[config.mk]
export PLATFORM = sky130hd
export DESIGN_NAME = zero_crossing_rate_window_core
export DESIGN_NICKNAME = d
export VERILOG_FILES = /design/src/hw/rtl/zcrw_pkg.sv /design/src/hw/rtl/zero_crossing_rate_window_core.sv /design/src/hw/rtl/zcrw_sign_scan.sv /design/src/hw/rtl/zcrw_divider.sv /design/src/hw/rtl/zcrw_csr.sv
export SDC_FILE = /design/constraint.sdc
export NUM_CORES = 1
export LEC_CHECK = 0
export BUFFER_PORTS_ARGS = -buffer_cell sky130_fd_sc_hd__buf_2
export CORE_ASPECT_RATIO = 1.25
export CORE_MARGIN = 10
export CORE_UTILIZATION = 47
export DETAILED_ROUTE_END_ITERATION = 7
export PLACE_DENSITY = 0.67
export SETUP_SLACK_MARGIN = 0.4
export SYNTH_ARGS = -nofsm -noshare
export SYNTH_HDL_FRONTEND = slang
export SYNTH_SLANG_ARGS = --single-unit
[constraint.sdc]
create_clock -name clock -period 4.4 [get_ports clock]
set_input_delay 0.88 -clock clock [delete_from_list [all_inputs] [get_ports clock]]
set_output_delay 0.88 -clock clock [all_outputs]
set_load 0.01 [all_outputs]
[src/hw/rtl/zcrw_pkg.sv]
package zcrw_pkg;

   localparam int MAX_WINDOW_DEF  = 4096;
   localparam int SAMPLE_BITS_DEF = 16;

   localparam int              WS_W     = 13;
   localparam logic [WS_W-1:0] WS_RESET = 13'd480;

   localparam int RATE_W     = 16;
   localparam int CSR_ADDR_W = 3;
   localparam int CSR_DATA_W = 32;

   localparam logic REG_WINDOW_SIZE = 1'b0;

   typedef enum logic [1:0] {
      SIGN_ZERO = 2'd0,
      SIGN_POS  = 2'd1,
      SIGN_NEG  = 2'd2
   } sign_type;

   typedef enum logic [1:0] {
      ST_IDLE,
      ST_SCAN,
      ST_DIV,
      ST_OUT
   } state_type;

   typedef struct packed {
      logic     done;
      sign_type sign;
   } scan_status_type;

   typedef struct packed {
      logic              done;
      logic [RATE_W-1:0] quotient;
   } div_status_type;

endpackage

[src/hw/rtl/zero_crossing_rate_window_core.sv]
// Each accepted beat is scanned one sample bit per cycle and gives one result beat; a beat that
// closes a window also runs the bit-serial Q0.16 divider before its result beat.
// A new beat is accepted only once the previous one has loaded its result, so a waiting
// result that is not taken stalls the next scan.
// Reset: synchronous, active high; clears sign history, window count, sum and held
// rate, and sets window_size to 480.
module zero_crossing_rate_window_core #(
   parameter int MAX_WINDOW  = zcrw_pkg::MAX_WINDOW_DEF,
   parameter int SAMPLE_BITS = zcrw_pkg::SAMPLE_BITS_DEF
) (
   input  logic                                clock,
   input  logic                                reset,
   input  logic                                req_tvalid,
   output logic                                req_tready,
   input  logic [((SAMPLE_BITS+7)/8)*8-1:0]    req_tdata,   // sample
   output logic                                rsp_tvalid,
   input  logic                                rsp_tready,
   output logic [zcrw_pkg::RATE_W-1:0]         rsp_tdata,   // crossing_rate
   output logic                                rsp_tlast,
   input  logic                                csr_psel,
   input  logic                                csr_penable,
   input  logic                                csr_pwrite,
   input  logic [zcrw_pkg::CSR_ADDR_W-1:0]     csr_paddr,
   input  logic [zcrw_pkg::CSR_DATA_W-1:0]     csr_pwdata,
   output logic [zcrw_pkg::CSR_DATA_W-1:0]     csr_prdata,
   output logic                                csr_pready
);

   localparam int MW_BITS = $clog2(MAX_WINDOW + 1);
   localparam int WIN_W   = (MW_BITS > zcrw_pkg::WS_W) ? MW_BITS : zcrw_pkg::WS_W;
   localparam int SUM_W   = MW_BITS;
   localparam int CNT_W   = $clog2(MAX_WINDOW);

   zcrw_pkg::state_type       state_ff, state_in;
   zcrw_pkg::sign_type        prev_sign_ff, prev_sign_in;
   zcrw_pkg::scan_status_type scan_st;
   zcrw_pkg::div_status_type  div_st;

   logic [zcrw_pkg::WS_W-1:0]   window_size;
   logic [WIN_W-1:0]            win_eff;
   logic                        zero_run_ff, zero_run_in;
   logic [CNT_W-1:0]            count_ff, count_in;
   logic [SUM_W-1:0]            sum_ff, sum_in, sum_new;
   logic [zcrw_pkg::RATE_W-1:0] held_ff, held_in;
   logic                        close_ff, close_in, close_now;
   logic                        event_now;
   logic                        scan_start, div_start, out_load;
   logic                        rsp_valid_ff, rsp_valid_in;
   logic [zcrw_pkg::RATE_W-1:0] rsp_rate_ff, rsp_rate_in;
   logic                        rsp_last_ff, rsp_last_in;

   zcrw_csr u_csr (
      .clock       (clock),
      .reset       (reset),
      .psel        (csr_psel),
      .penable     (csr_penable),
      .pwrite      (csr_pwrite),
      .paddr       (csr_paddr),
      .pwdata      (csr_pwdata),
      .prdata      (csr_prdata),
      .pready      (csr_pready),
      .window_size (window_size)
   );

   zcrw_sign_scan #(
      .SAMPLE_BITS (SAMPLE_BITS)
   ) u_scan (
      .clock  (clock),
      .reset  (reset),
      .start  (scan_start),
      .sample (req_tdata[SAMPLE_BITS-1:0]),
      .status (scan_st)
   );

   zcrw_divider #(
      .SUM_W (SUM_W),
      .WIN_W (WIN_W)
   ) u_div (
      .clock    (clock),
      .reset    (reset),
      .start    (div_start),
      .dividend (sum_new),
      .divisor  (win_eff),
      .status   (div_st)
   );

   always_comb begin
      if (window_size == '0) begin
         win_eff = WIN_W'(1);
      end else if (WIN_W'(window_size) > WIN_W'(MAX_WINDOW)) begin
         win_eff = WIN_W'(MAX_WINDOW);
      end else begin
         win_eff = WIN_W'(window_size);
      end
   end

   always_comb begin
      event_now = 1'b0;
      if (scan_st.sign == zcrw_pkg::SIGN_ZERO) begin
         event_now = !zero_run_ff;
      end else if ((scan_st.sign == zcrw_pkg::SIGN_POS && prev_sign_ff == zcrw_pkg::SIGN_NEG) ||
                   (scan_st.sign == zcrw_pkg::SIGN_NEG && prev_sign_ff == zcrw_pkg::SIGN_POS)) begin
         event_now = 1'b1;
      end
      sum_new   = sum_ff + SUM_W'(event_now);
      close_now = (WIN_W'(count_ff) + WIN_W'(1)) >= win_eff;
   end

   always_comb begin
      state_in = state_ff;
      unique case (state_ff)
         zcrw_pkg::ST_IDLE: begin
            if (req_tvalid) begin
               state_in = zcrw_pkg::ST_SCAN;
            end
         end
         zcrw_pkg::ST_SCAN: begin
            if (scan_st.done) begin
               state_in = close_now ? zcrw_pkg::ST_DIV : zcrw_pkg::ST_OUT;
            end
         end
         zcrw_pkg::ST_DIV: begin
            if (div_st.done) begin
               state_in = zcrw_pkg::ST_OUT;
            end
         end
         zcrw_pkg::ST_OUT: begin
            if (!rsp_valid_ff || rsp_tready) begin
               state_in = zcrw_pkg::ST_IDLE;
            end
         end
         default: begin
            state_in = zcrw_pkg::ST_IDLE;
         end
      endcase
   end

   always_comb begin
      req_tready = 1'b0;
      scan_start = 1'b0;
      div_start  = 1'b0;
      out_load   = 1'b0;
      unique case (state_ff)
         zcrw_pkg::ST_IDLE: begin
            req_tready = 1'b1;
            scan_start = req_tvalid;
         end
         zcrw_pkg::ST_SCAN: begin
            div_start = scan_st.done & close_now;
         end
         zcrw_pkg::ST_DIV: begin
            div_start = 1'b0;
         end
         zcrw_pkg::ST_OUT: begin
            out_load = !rsp_valid_ff || rsp_tready;
         end
         default: begin
            req_tready = 1'b0;
         end
      endcase
   end

   always_comb begin
      prev_sign_in = prev_sign_ff;
      zero_run_in  = zero_run_ff;
      count_in     = count_ff;
      sum_in       = sum_ff;
      held_in      = held_ff;
      close_in     = close_ff;
      if (state_ff == zcrw_pkg::ST_SCAN && scan_st.done) begin
         prev_sign_in = scan_st.sign;
         zero_run_in  = scan_st.sign == zcrw_pkg::SIGN_ZERO;
         close_in     = close_now;
         if (close_now) begin
            count_in = '0;
            sum_in   = '0;
         end else begin
            count_in = count_ff + 1'b1;
            sum_in   = sum_new;
         end
      end
      if (state_ff == zcrw_pkg::ST_DIV && div_st.done) begin
         held_in = div_st.quotient;
      end
   end

   always_comb begin
      rsp_valid_in = rsp_valid_ff;
      rsp_rate_in  = rsp_rate_ff;
      rsp_last_in  = rsp_last_ff;
      if (rsp_valid_ff && rsp_tready) begin
         rsp_valid_in = 1'b0;
      end
      if (out_load) begin
         rsp_valid_in = 1'b1;
         rsp_rate_in  = held_ff;
         rsp_last_in  = close_ff;
      end
   end

   always_ff @(posedge clock) begin
      if (reset) begin
         state_ff     <= zcrw_pkg::ST_IDLE;
         prev_sign_ff <= zcrw_pkg::SIGN_ZERO;
         zero_run_ff  <= 1'b0;
         count_ff     <= '0;
         sum_ff       <= '0;
         held_ff      <= '0;
         close_ff     <= 1'b0;
         rsp_valid_ff <= 1'b0;
      end else begin
         state_ff     <= state_in;
         prev_sign_ff <= prev_sign_in;
         zero_run_ff  <= zero_run_in;
         count_ff     <= count_in;
         sum_ff       <= sum_in;
         held_ff      <= held_in;
         close_ff     <= close_in;
         rsp_valid_ff <= rsp_valid_in;
      end
      rsp_rate_ff <= rsp_rate_in;
      rsp_last_ff <= rsp_last_in;
   end

   assign rsp_tvalid = rsp_valid_ff;
   assign rsp_tdata  = rsp_rate_ff;
   assign rsp_tlast  = rsp_last_ff;

endmodule

[src/hw/rtl/zcrw_sign_scan.sv]
module zcrw_sign_scan #(
   parameter int SAMPLE_BITS = zcrw_pkg::SAMPLE_BITS_DEF
) (
   input  logic                     clock,
   input  logic                     reset,
   input  logic                     start,
   input  logic [SAMPLE_BITS-1:0]   sample,
   output zcrw_pkg::scan_status_type status
);

   localparam int CNT_W = $clog2(SAMPLE_BITS);

   logic [SAMPLE_BITS-1:0] shift_ff, shift_in;
   logic [CNT_W-1:0]       cnt_ff, cnt_in;
   logic                   busy_ff, busy_in;
   logic                   done_ff, done_in;
   logic                   neg_ff, neg_in;
   logic                   nz_ff, nz_in;

   always_comb begin
      shift_in = shift_ff;
      cnt_in   = cnt_ff;
      busy_in  = busy_ff;
      done_in  = 1'b0;
      neg_in   = neg_ff;
      nz_in    = nz_ff;
      if (start) begin
         shift_in = sample;
         cnt_in   = '0;
         busy_in  = 1'b1;
         nz_in    = 1'b0;
      end else if (busy_ff) begin
         if (cnt_ff == '0) begin
            neg_in = shift_ff[SAMPLE_BITS-1];
         end
         nz_in    = nz_ff | shift_ff[SAMPLE_BITS-1];
         shift_in = {shift_ff[SAMPLE_BITS-2:0], 1'b0};
         cnt_in   = cnt_ff + 1'b1;
         if (cnt_ff == CNT_W'(SAMPLE_BITS - 1)) begin
            busy_in = 1'b0;
            done_in = 1'b1;
         end
      end
   end

   always_ff @(posedge clock) begin
      if (reset) begin
         busy_ff <= 1'b0;
         done_ff <= 1'b0;
         cnt_ff  <= '0;
      end else begin
         busy_ff <= busy_in;
         done_ff <= done_in;
         cnt_ff  <= cnt_in;
      end
      shift_ff <= shift_in;
      neg_ff   <= neg_in;
      nz_ff    <= nz_in;
   end

   always_comb begin
      status.done = done_ff;
      if (!nz_ff) begin
         status.sign = zcrw_pkg::SIGN_ZERO;
      end else if (neg_ff) begin
         status.sign = zcrw_pkg::SIGN_NEG;
      end else begin
         status.sign = zcrw_pkg::SIGN_POS;
      end
   end

endmodule

[src/hw/rtl/zcrw_divider.sv]
module zcrw_divider #(
   parameter int SUM_W = 13,
   parameter int WIN_W = 13
) (
   input  logic                    clock,
   input  logic                    reset,
   input  logic                    start,
   input  logic [SUM_W-1:0]        dividend,
   input  logic [WIN_W-1:0]        divisor,
   output zcrw_pkg::div_status_type status
);

   localparam int QW    = zcrw_pkg::RATE_W;
   localparam int CNT_W = $clog2(QW);

   logic [WIN_W:0]   rem_ff, rem_in;
   logic [WIN_W-1:0] div_ff, div_in;
   logic [QW-1:0]    quo_ff, quo_in;
   logic [CNT_W-1:0] cnt_ff, cnt_in;
   logic             busy_ff, busy_in;
   logic             done_ff, done_in;
   logic             sat_ff, sat_in;
   logic [WIN_W:0]   trial;

   always_comb begin
      rem_in  = rem_ff;
      div_in  = div_ff;
      quo_in  = quo_ff;
      cnt_in  = cnt_ff;
      busy_in = busy_ff;
      done_in = 1'b0;
      sat_in  = sat_ff;
      trial   = {rem_ff[WIN_W-1:0], 1'b0};
      if (start) begin
         rem_in  = (WIN_W+1)'(dividend);
         div_in  = divisor;
         sat_in  = WIN_W'(dividend) >= divisor;
         cnt_in  = '0;
         busy_in = 1'b1;
      end else if (busy_ff) begin
         if (trial >= {1'b0, div_ff}) begin
            rem_in = trial - {1'b0, div_ff};
            quo_in = {quo_ff[QW-2:0], 1'b1};
         end else begin
            rem_in = trial;
            quo_in = {quo_ff[QW-2:0], 1'b0};
         end
         cnt_in = cnt_ff + 1'b1;
         if (cnt_ff == CNT_W'(QW - 1)) begin
            busy_in = 1'b0;
            done_in = 1'b1;
         end
      end
   end

   always_ff @(posedge clock) begin
      if (reset) begin
         busy_ff <= 1'b0;
         done_ff <= 1'b0;
         cnt_ff  <= '0;
      end else begin
         busy_ff <= busy_in;
         done_ff <= done_in;
         cnt_ff  <= cnt_in;
      end
      rem_ff <= rem_in;
      div_ff <= div_in;
      quo_ff <= quo_in;
      sat_ff <= sat_in;
   end

   assign status.done     = done_ff;
   assign status.quotient = sat_ff ? '1 : quo_ff;

endmodule

[src/hw/rtl/zcrw_csr.sv]
module zcrw_csr (
   input  logic                                clock,
   input  logic                                reset,
   input  logic                                psel,
   input  logic                                penable,
   input  logic                                pwrite,
   input  logic [zcrw_pkg::CSR_ADDR_W-1:0]     paddr,
   input  logic [zcrw_pkg::CSR_DATA_W-1:0]     pwdata,
   output logic [zcrw_pkg::CSR_DATA_W-1:0]     prdata,
   output logic                                pready,
   output logic [zcrw_pkg::WS_W-1:0]           window_size
);

   logic [zcrw_pkg::WS_W-1:0] window_size_ff, window_size_in;
   logic                      wr_en;

   assign pready = 1'b1;
   assign wr_en  = psel & penable & pwrite;

   always_comb begin
      window_size_in = window_size_ff;
      prdata         = '0;
      unique case (paddr[2])
         zcrw_pkg::REG_WINDOW_SIZE: begin
            prdata = zcrw_pkg::CSR_DATA_W'(window_size_ff);
            if (wr_en) begin
               window_size_in = pwdata[zcrw_pkg::WS_W-1:0];
            end
         end
         default: begin
            prdata = '0;
         end
      endcase
   end

   always_ff @(posedge clock) begin
      if (reset) begin
         window_size_ff <= zcrw_pkg::WS_RESET;
      end else begin
         window_size_ff <= window_size_in;
      end
   end

   assign window_size = window_size_ff;

endmodule

==> results.txt, run 1 <==
sequential area share after synthesis: 0.480
setup TNS: 0 ns
initial antenna violation count: 0
cell area power density: 387 nW/um^2
Worst path slowest cell: o31ai_4
Rel. slew slack: 0.315
Crit Path Max Fanout: 11
H-tree level count: 4
final antenna-violating net count: 0
Ys Warns: 0
Clock Path Buffers: 2
CTS tree: done
final period utilization: 0.817
P_leak: 3.55 nW
family with the most delay on the worst path: compound AO/OA/AOI/OAI gates
crit-path max cell delay: 0.50 ns
layout cells sized above 1: 0.163
drt first-iter violations: 361
Synth Flop Type: edfxtp_1
IO buf count: 68
vias in the first global route: 5,575
Min Hold Slack: 0.429 ns
Setup Viol. Count Final: 0
GRT Total Usage: 0.149
RSZ-0062 raised after global routing: false
dpl cells: 1,061
maximum vdd drop: 0.264 mV
CP cell instances: ha_1, nand3_1, nor3_2, nand3_1, xnor2_1, ha_1, and4_1, a31oi_1, a21oi_1, o31ai_4, buf_4, mux2i_1, o21ai_0
WS Path Type: reg2reg
fin util: 0.546
CP bufs+invs: 1
area grow syn2layout: 12.9%
Die Span Y: 165 um
global-route wire length before repair: 27,200 um
Hold Buf Count CTS: 0
Critical Path RT: 4.57 ns
worst-margin pin slew: 1.02 ns
clk sinks: 151
routed wire length: 16,600 um
Hold Path Class: reg2reg
Clock Latency Late Sink: 0.44 ns
Vias: 5,696
commonest non-fill, non-tap cell in the layout: nand2_1
Mapped Avg Cell Area: 9.77 sq um
Final Instance Area: 8920 sq um
clock-pin slew on the worst setup and hold paths: 0.07 ns
max-slew violations: 0
pin count of the biggest net entering global routing: 55
GRT overflow: 0
gate count of the mapped netlist: 809
gpl congestion: 0.821
post-DP HPWL: 11,900 um
number of synthesized register bits: 151
die width: 136 um
Yosys cell types: 67
Post-Layout Cell Count: 1,093
EDFF count, synth: 77
Setup Slack @ Placement: 0.557 ns
Rows: 52
Pwr Total: 3.45 mW
WP data arrival: 3.77 ns
post-CTS setup buffer count: 0
CTS Buf Count: 17
area occupied by multi-input gates: 3660 sq um
Final WS setup: 0.804 ns
CTS root buf: clkbuf_16
core area: 16,300 sq um
die area: 22,400 sq um
Initial Utilization: 0.484
fillcell total: 1,505
# DRC: 0
status: finished, final reports clean
Max-cap violations: 0
Layout Skew: 0.0185 ns
kind of start point of the critical path: flip-flop
Post-Syn Area: 7900 sq um
fin crit period: 3.60 ns
most frequent cells in the layout: 93 x nand2_1, 77 x edfxtp_1, 74 x dfxtp_1
Vias/cell: 5.21
drt wl/cell: 15.1 um
Seq. cell area: 3790 sq um
Crit. End Element: flip-flop
Post-Place Cell Area: 8310 sq um
num ports: 110
ys async rst share: 0
Final Hold Vio Count: 0
Final nets: 972
n_diodes: 0
DRT Pass-1 Iters: 5
post-cts sizing count: 0
Fmax: 0.278 GHz
[state kept, by name, indices dropped and copies added (netlist names), 2 cells and up]
signal,cells
held_ff,16
rsp_tdata,16
u_div.quo_ff,16
u_scan.shift_ff,16
sum_ff,13
u_csr.window_size,13
u_div.div_ff,13
u_div.rem_ff,13
count_ff,12
u_div.cnt_ff,4
u_scan.cnt_ff,4
prev_sign_ff,2
state_ff,2
[cell usage after synthesis, types with 3 or more instances]
master    number  area [sq um]
a21o_1         4          30.0
nand3_1       36           180
edfxtp_1      77          2310
dfxtp_1       74          1480
nor3_1        43           215
nor2_1        54           203
a21oi_1       56           280
o21a_1         6          45.0
o32ai_2        4          65.1
clkbuf_1      26          97.6
o21ai_0        9          45.0
nor4_1         4          25.0
xnor2_1       23           201
o32ai_1        7          61.3
ha_1          49           613
and2_1         3          18.8
xor2_1        10          87.6
and3_1         7          43.8
nand3b_1       8          60.1
buf_4         23           173
nand2b_1       6          37.5
inv_1         53           199
buf_2          3          15.0
buf_6          4          45.0
nand2_1       94           353
a31oi_1       15          93.8
nand4_1        6          37.5
mux2_2        15           169
mux2i_1        8          80.1
or3_1         14          87.6
nor2b_1       21           131
[cell families (layout without fill, tap and decap cells)]
group,count (synthesis),count (layout),synth area share
and+or+nand+nor,309,309,0.192
AOI/OAI and AO/OA,129,129,0.111
buffers and inverters,112,162,0.0684
muxes,23,23,0.0315
xor gates and xnor gates,33,33,0.0366
other,2,20,0.000950
adders and majority gates,50,50,0.0801
DFF,151,151,0.480
[routing by layer]
| layer | vias up | GRT usage | part of all wire |
|---|---|---|---|
| met5 | - | 0 | 0 |
| met4 | 0 | 0.0577 | 0.010 |
| met3 | 14 | 0.0313 | 0.041 |
| met2 | 80 | 0.264 | 0.52 |
| met1 | 2668 | 0.173 | 0.43 |
| li1 | 2934 | - | - |
[layout make-up]
class | count | share of cell area
clock buffer | 17 | 0.0477
clock inverter | 15 | 0.0195
inverter | 55 | 0.0231
multi-input combinational | 564 | 0.410
sequential | 151 | 0.425
tap | 216 | 0.0303
timing repair buffer | 75 | 0.0440
[path summary, 6_finish.rpt]
kind	end	start	depth (start not counted)	slack, ns
setup / recovery	u_div.rem_ff[12]$_DFFE_PP_	count_ff[0]$_SDFFE_PP0P_	13	0.80
hold / removal	rsp_tdata[2]$_DFFE_PP_	held_ff[2]$_SDFFE_PP0P_	0	0.43
setup reg to reg	u_div.rem_ff[12]$_DFFE_PP_	count_ff[0]$_SDFFE_PP0P_	13	0.80
hold reg to reg	rsp_tdata[2]$_DFFE_PP_	held_ff[2]$_SDFFE_PP0P_	0	0.43
[where the power goes]
group	switching [mW]	internal, mW	total (mW)	leakage (nW)
Sequential	0.0485	1.61	1.66	1.32
Clock	0.674	0.763	1.44	0.286
Combinational	0.197	0.157	0.354	1.95
Total	0.920	2.53	3.45	3.55
(Power assumes the default switching activity.)
==> run 2: changes to the inputs <==
PLACE_DENSITY = 0.7   (was 0.67)
clock period = 3.1 ns   (was 4.4 ns; I/O delays follow)
==> run 2 against run 1 <==
Against the previous run:
- setup slack got worse by 0.86 ns
- the run now ends with setup timing left
- first-iteration DRC count decreased by 6.6%
- die area unchanged
- highest routed layer unchanged
- core utilization increased by 9.4 points
- sequential share of layout area decreased by 6.1 points
- wire length increased by 22%
- via count increased by 13%
- register-to-register slack got worse by 0.86 ns
- critical path type unchanged
==> results.txt, run 2 (synthesis results as in run 1) <==
status: complete, but fails checks
violated checks: setup timing
Clock Latency Late Sink: 0.43 ns
cell area power density: 484 nW/um^2
initial antenna violation count: 0
Post-Layout Cell Count: 1,181
Final WS setup: -0.0594 ns
GRT overflow: 0
IO buf count: 68
kind of start point of the critical path: flip-flop
drt first-iter violations: 337
num ports: 110
Final Instance Area: 10,500 sq um
Crit. End Element: flip-flop
commonest non-fill, non-tap cell in the layout: nand2_1
WS Path Type: reg2reg
core area: 16,300 sq um
r2r setup slk: -0.06 ns
RSZ-0062 raised after global routing: true
routed wire length: 20,300 um
# DRC: 0
Clock Path Buffers: 2
n_diodes: 0
fillcell total: 1,237
maximum vdd drop: 0.399 mV
Fmax: 0.317 GHz
area grow syn2layout: 32.4%
Pwr Total: 5.07 mW
CTS tree: done
clk sinks: 151
H-tree level count: 4
Die Span Y: 165 um
dpl cells: 1,109
Vias/cell: 5.44
final antenna-violating net count: 0
die area: 22,400 sq um
post-DP HPWL: 12,800 um
Initial Utilization: 0.484
most frequent cells in the layout: 93 x nand2_1, 77 x edfxtp_1, 69 x dfxtp_1
worst-margin pin slew: 1.23 ns
CTS root buf: clkbuf_16
WP data arrival: 3.33 ns
Hold Crit Start: csr_pwdata[6]
DRT Pass-1 Iters: 5
drt wl/cell: 17.2 um
Setup crit start: count_ff[0]$_SDFFE_PP0P_
Setup Viol. Count Final: 13
Min Hold Slack: 0.401 ns
Hold Path Class: in2reg
clock-pin slew on the worst setup and hold paths: 0.07 ns
GRT Total Usage: 0.164
final period utilization: 1.02
layout cells sized above 1: 0.330
Critical Path RT: 3.27 ns
fin crit period: 3.16 ns
Final nets: 1,060
RR Startpoint: count_ff[0]$_SDFFE_PP0P_
pin count of the biggest net entering global routing: 46
Crit Path Max Fanout: 6
max-slew violations: 0
Post-Place Cell Area: 8830 sq um
global-route wire length before repair: 29,700 um
P_leak: 4.24 nW
gpl congestion: 0.849
vias in the first global route: 6,231
Vias: 6,425
Rel. slew slack: 0.179
Final Hold Vio Count: 0
Rows: 52
Max-cap violations: 0
CTS Buf Count: 17
die width: 136 um
Layout Skew: 0.00955 ns
setup TNS: -0.148 ns
==> run 2: critical path: stages, from the launching register on <==
cell and delay (ns):
dfxtp_4 0.37, ha_4 0.15, nand3_4 0.07, nor3_4 0.15, buf_6 0.15, nand3_4 0.07
xnor2_2 0.17, ha_1 0.33, nand4_1 0.17, nor3b_2 0.25, o31a_1 0.22, buf_4 0.14
o31ai_4 0.05, buf_6 0.16, buf_8 0.14, mux2i_1 0.20, o21ai_1 0.12
==> run 2: layout make-up <==
cell class | instances | area, sq um | share of cell area
multi-input cells | 566 | 4270 | 0.408
flip-flops and latches | 151 | 3810 | 0.364
repair buffers | 158 | 1210 | 0.116
clock buffers | 18 | 450 | 0.0431
well taps | 216 | 270 | 0.0258
inverters | 55 | 225 | 0.0215
clock inverters | 14 | 176 | 0.0169
repair inverters | 3 | 48.8 | 0.00467
==> run 2: per-stage QoR <==
| step | worst slack (ns) | utilization |
|---|---|---|
| final | -0.0594 | 0.641 |
| after global routing | -0.168 | 0.641 |
| after CTS | 0.104 | 0.603 |
| after detailed placement | -0.0159 | 0.541 |
| after global placement | 0.0275 | 0.541 |
| after floorplan | 0.228 | - |
==> run 2: worst paths after layout <==
check	to	depth (start not counted)
min	u_csr.window_size[6]$_SDFFE_PP1P_	3
max reg2reg	u_div.rem_ff[12]$_DFFE_PP_	16
min reg2reg	rsp_tdata[3]$_DFFE_PP_	0
max	u_div.rem_ff[12]$_DFFE_PP_	16
==> run 2: metal layers <==
metal | routed length (um) | track usage
met5 | 0 | 0
met4 | 679 | 0.0747
met2 | 10900 | 0.305
met1 | 7900 | 0.176
met3 | 811 | 0.0264
==> run 2: report_power, final <==
| part | internal [mW] | switching [mW] |
|---|---|---|
| clock network | 1.21 | 0.946 |
| logic | 0.254 | 0.312 |
| registers | 2.28 | 0.0648 |
==> run 2: repair_timing <==
action	4_1_cts	5_1_grt
buffers inserted	12	21
pin swaps	19	58
gates cloned	6	1
setup endpoints to repair	90	90
resized for setup	48	85
hold buffers	0	0
==> run 3: changes to the inputs <==
SYNTH_HIERARCHICAL = 1   (was default)
==> run 3 against run 2 <==
Against the previous run:
- worst hold slack improved by 0.028 ns
- highest routed layer unchanged
- die area grew 2.3%
- first-iteration DRC count is 18% lower
- largest power group unchanged
- core utilization decreased by 2.1 points
- final cell count decreased by 1.1%
- critical path depth is 1 lower
- sequential power about the same
- maximum frequency grew 2.4%
- clock skew about the same
- the flow now finishes without violations
- register-to-register slack improved by 0.07 ns
- clock-buffer cell count rose by 1
==> results.txt, run 3 <==
crit-path max cell delay: 0.40 ns
RR Startpoint: u_scan/neg_ff$_DFFE_PP_
GRT Total Usage: 0.158
Fmax: 0.324 GHz
GRT overflow: 0
die area: 22,900 sq um
final period utilization: 0.995
# DRC: 0
Initial Utilization: 0.480
Final nets: 1,043
area share of the largest cell type after synthesis: 0.285
pin count of the biggest net entering global routing: 34
P_leak: 4.50 nW
fin util: 0.620
Post-Layout Cell Count: 1,168
Synth Area in Adders: 0.0780
dpl cells: 1,087
Yosys cell types: 71
layout cells sized above 1: 0.355
multiplexer share of the synthesized area: 0.0546
status: finished, final reports clean
met3 routed WL: 696 um
number of synthesized register bits: 151
fillcell total: 1,335
Synth area leaders: edfxtp_1 29%, dfxtp_1 18%, ha_1 7.6%
WHS Endpoint: rsp_tdata[3]$_DFFE_PP_
area occupied by multi-input gates: 4330 sq um
Pwr Total: 5.08 mW
family with the most delay on the worst path: simple AND/OR/NAND/NOR gates
largest family of logic cells by synthesized area: simple AND/OR/NAND/NOR gates
cell area power density: 485 nW/um^2
area leader, netlist: edfxtp_1
CP bufs+invs: 0
Die Span Y: 167 um
Crit. End Element: flip-flop
kind of start point of the critical path: flip-flop
Hold Buf Count CTS: 0
Final Hold Vio Count: 0
CTS tree: done
FF-to-FF End: u_div/sat_ff$_DFFE_PP_
max-slew violations: 0
worst-margin pin slew: 0.760 ns
hold depth: 0
gpl congestion: 0.847
WS Path Type: reg2reg
num ports: 110
routed wire length: 17,900 um
EDFF count, synth: 77
xor-xnor portion of the synthesized cell area: 0.0227
Setup Viol. Count Final: 0
Critical Path RT: 3.29 ns
Vias/cell: 5.16
WP data arrival: 3.27 ns
Hold Crit Start: held_ff[3]$_SDFFE_PP0P_
global-route wire length before repair: 29,400 um
vias in the first global route: 6,209
highest routed layer: met4
simple-gate share of the synthesized area: 0.185
Ys Warns: 6
Metal-1 WL: 7440 um
Vias: 6,023
most frequent cells in the layout: 98 x nand2_1, 77 x edfxtp_1, 68 x dfxtp_1, 68 x buf_2, 52 x inv_1
R2R cell count: 15
most common cell in the netlist: nand2_1
RSZ-0062 raised after global routing: true
post-DP HPWL: 12,000 um
die width: 138 um
Clock Path Buffers: 2
Max-cap violations: 0
ys async rst share: 0
area grow syn2layout: 29.2%
Post-Syn Area: 8110 sq um
CTS Buf Count: 17
gate count of the mapped netlist: 799
n_diodes: 0
Worst path slowest cell: edfxtp_1
Mapped Avg Cell Area: 10.2 sq um
H-tree level count: 4
CTS root buf: clkbuf_16
clock-pin slew on the worst setup and hold paths: 0.07 ns
DRT Pass-1 Iters: 4
Rows: 53
Rel. slew slack: 0.493
Seq. cell area: 3810 sq um
initial antenna violation count: 0
Clock Latency Late Sink: 0.43 ns
IO buf count: 68
post-synthesis compound-gate area fraction: 0.122
core area: 16,900 sq um
Synth Flop Type: edfxtp_1
drt wl/cell: 15.4 um
most frequent cells after synthesis: 112 x nand2_1, 77 x edfxtp_1, 74 x dfxtp_1
clk sinks: 151
drt first-iter violations: 275
met2 wire length: 9310 um
sequential area share after synthesis: 0.468
final antenna-violating net count: 0
Crit Path Max Fanout: 5
commonest non-fill, non-tap cell in the layout: nand2_1
Hold Path Class: reg2reg
r2r setup slk: 0.01 ns
fin crit period: 3.09 ns
CP cell instances: nor2b_2, nand2b_1, o32ai_4, ha_4, ha_4, and3_4, and3_4, nand3_4, xnor2_2, ha_1, a21oi_2, nand2_1, a21oi_2, o21ai_1, a21o_1
maximum vdd drop: 0.397 mV
Layout Skew: 0.00997 ns
-- run 3: cell types whose count changed after synthesis, sizes merged, moves of 10 or more --
cell / before / now
a31oi: 15 / 4
o32ai: 11 / 1
mux2i: 8 / 24
nor3: 44 / 5
nand2: 94 / 113
nor2: 54 / 43
clkbuf: 26 / 16
or3: 14 / 2
nand2b: 6 / 29
or2: 2 / 26
a32o: 0 / 13
nand3: 37 / 18
-- run 3: worst max-delay path by stage --
stage | start | end | cells after the start
final | u_scan/neg_ff$_DFFE_PP_ | u_div/sat_ff$_DFFE_PP_ | 15
after global routing | u_scan/neg_ff$_DFFE_PP_ | u_div/sat_ff$_DFFE_PP_ | 15
after CTS | u_scan/neg_ff$_DFFE_PP_ | u_div/sat_ff$_DFFE_PP_ | 15
after detailed placement | u_scan/neg_ff$_DFFE_PP_ | u_div/sat_ff$_DFFE_PP_ | 16
after global placement | u_scan/neg_ff$_DFFE_PP_ | u_div/sat_ff$_DFFE_PP_ | 15
after floorplan | count_ff[3]$_SDFFE_PP0P_ | u_div/rem_ff[10]$_DFFE_PP_ | 13
-- run 3: metrics by stage --
stage | hold slack (ns) | setup WS [ns] | instance area (sq um) | TNS [ns]
6_report | 0.429 | 0.0146 | 10500 | 0
5_1_grt | 0.437 | -0.0968 | 10500 | -0.102
4_1_cts | 0.430 | -0.0393 | 10300 | -0.0393
3_5_place_dp | 0.417 | -0.122 | 8920 | -0.122
3_3_place_gp | 0.413 | -0.0883 | 8920 | -0.0883
2_1_floorplan | 0.408 | 0.0726 | 8390 | 0
-- run 3: routing by layer --
metal	track usage	up-vias
met3	0.0370	28
li1	-	3050
met2	0.279	110
met4	0.0712	0
met5	0	-
met1	0.174	2835
-- run 3: worst register-to-register path, delay by kind of cell, from the launching register on --
family	cells	cell delay [ns]
compound gates	5	0.81
xor+xnor	1	0.17
fa+ha+maj	3	0.66
flops	1	0.40
simple gates	6	0.82
-- run 3: power by group --
part	switching, mW	leakage (nW)	total, mW	internal [mW]
sequential	0.0670	1.30	2.36	2.30
clock	0.899	0.299	2.09	1.19
combinational	0.332	2.90	0.629	0.297
total	1.30	4.50	5.08	3.78
-- run 3: cells by family (layout without fill, tap and decap cells) --
kind of cell / after synthesis / in the layout
XOR/XNOR: 21 / 21
AND/OR/NAND/NOR: 299 / 301
AO/OA/AOI/OAI: 130 / 130
multiplexers: 42 / 42
flip-flops: 151 / 151
other: 2 / 20
buffers and inverters: 104 / 233
adder cells (fa/ha/maj): 50 / 50
-- run 3: area by class of cell --
class                      count  area share
tap                          220      0.0263
sequential                   151       0.363
clock buffer                  19      0.0432
multi-input combinational    564       0.413
timing repair buffer         148       0.121
clock inverter                13      0.0143
inverter                      53      0.0195
-- run 3: timing repair --
| item | CTS | global route |
|---|---|---|
| buffers inserted | 32 | 8 |
| cloned | 9 | 0 |
| gates resized for setup | 83 | 23 |
| setup endpoints to repair | 83 | 88 |
| pin swaps | 62 | 16 |
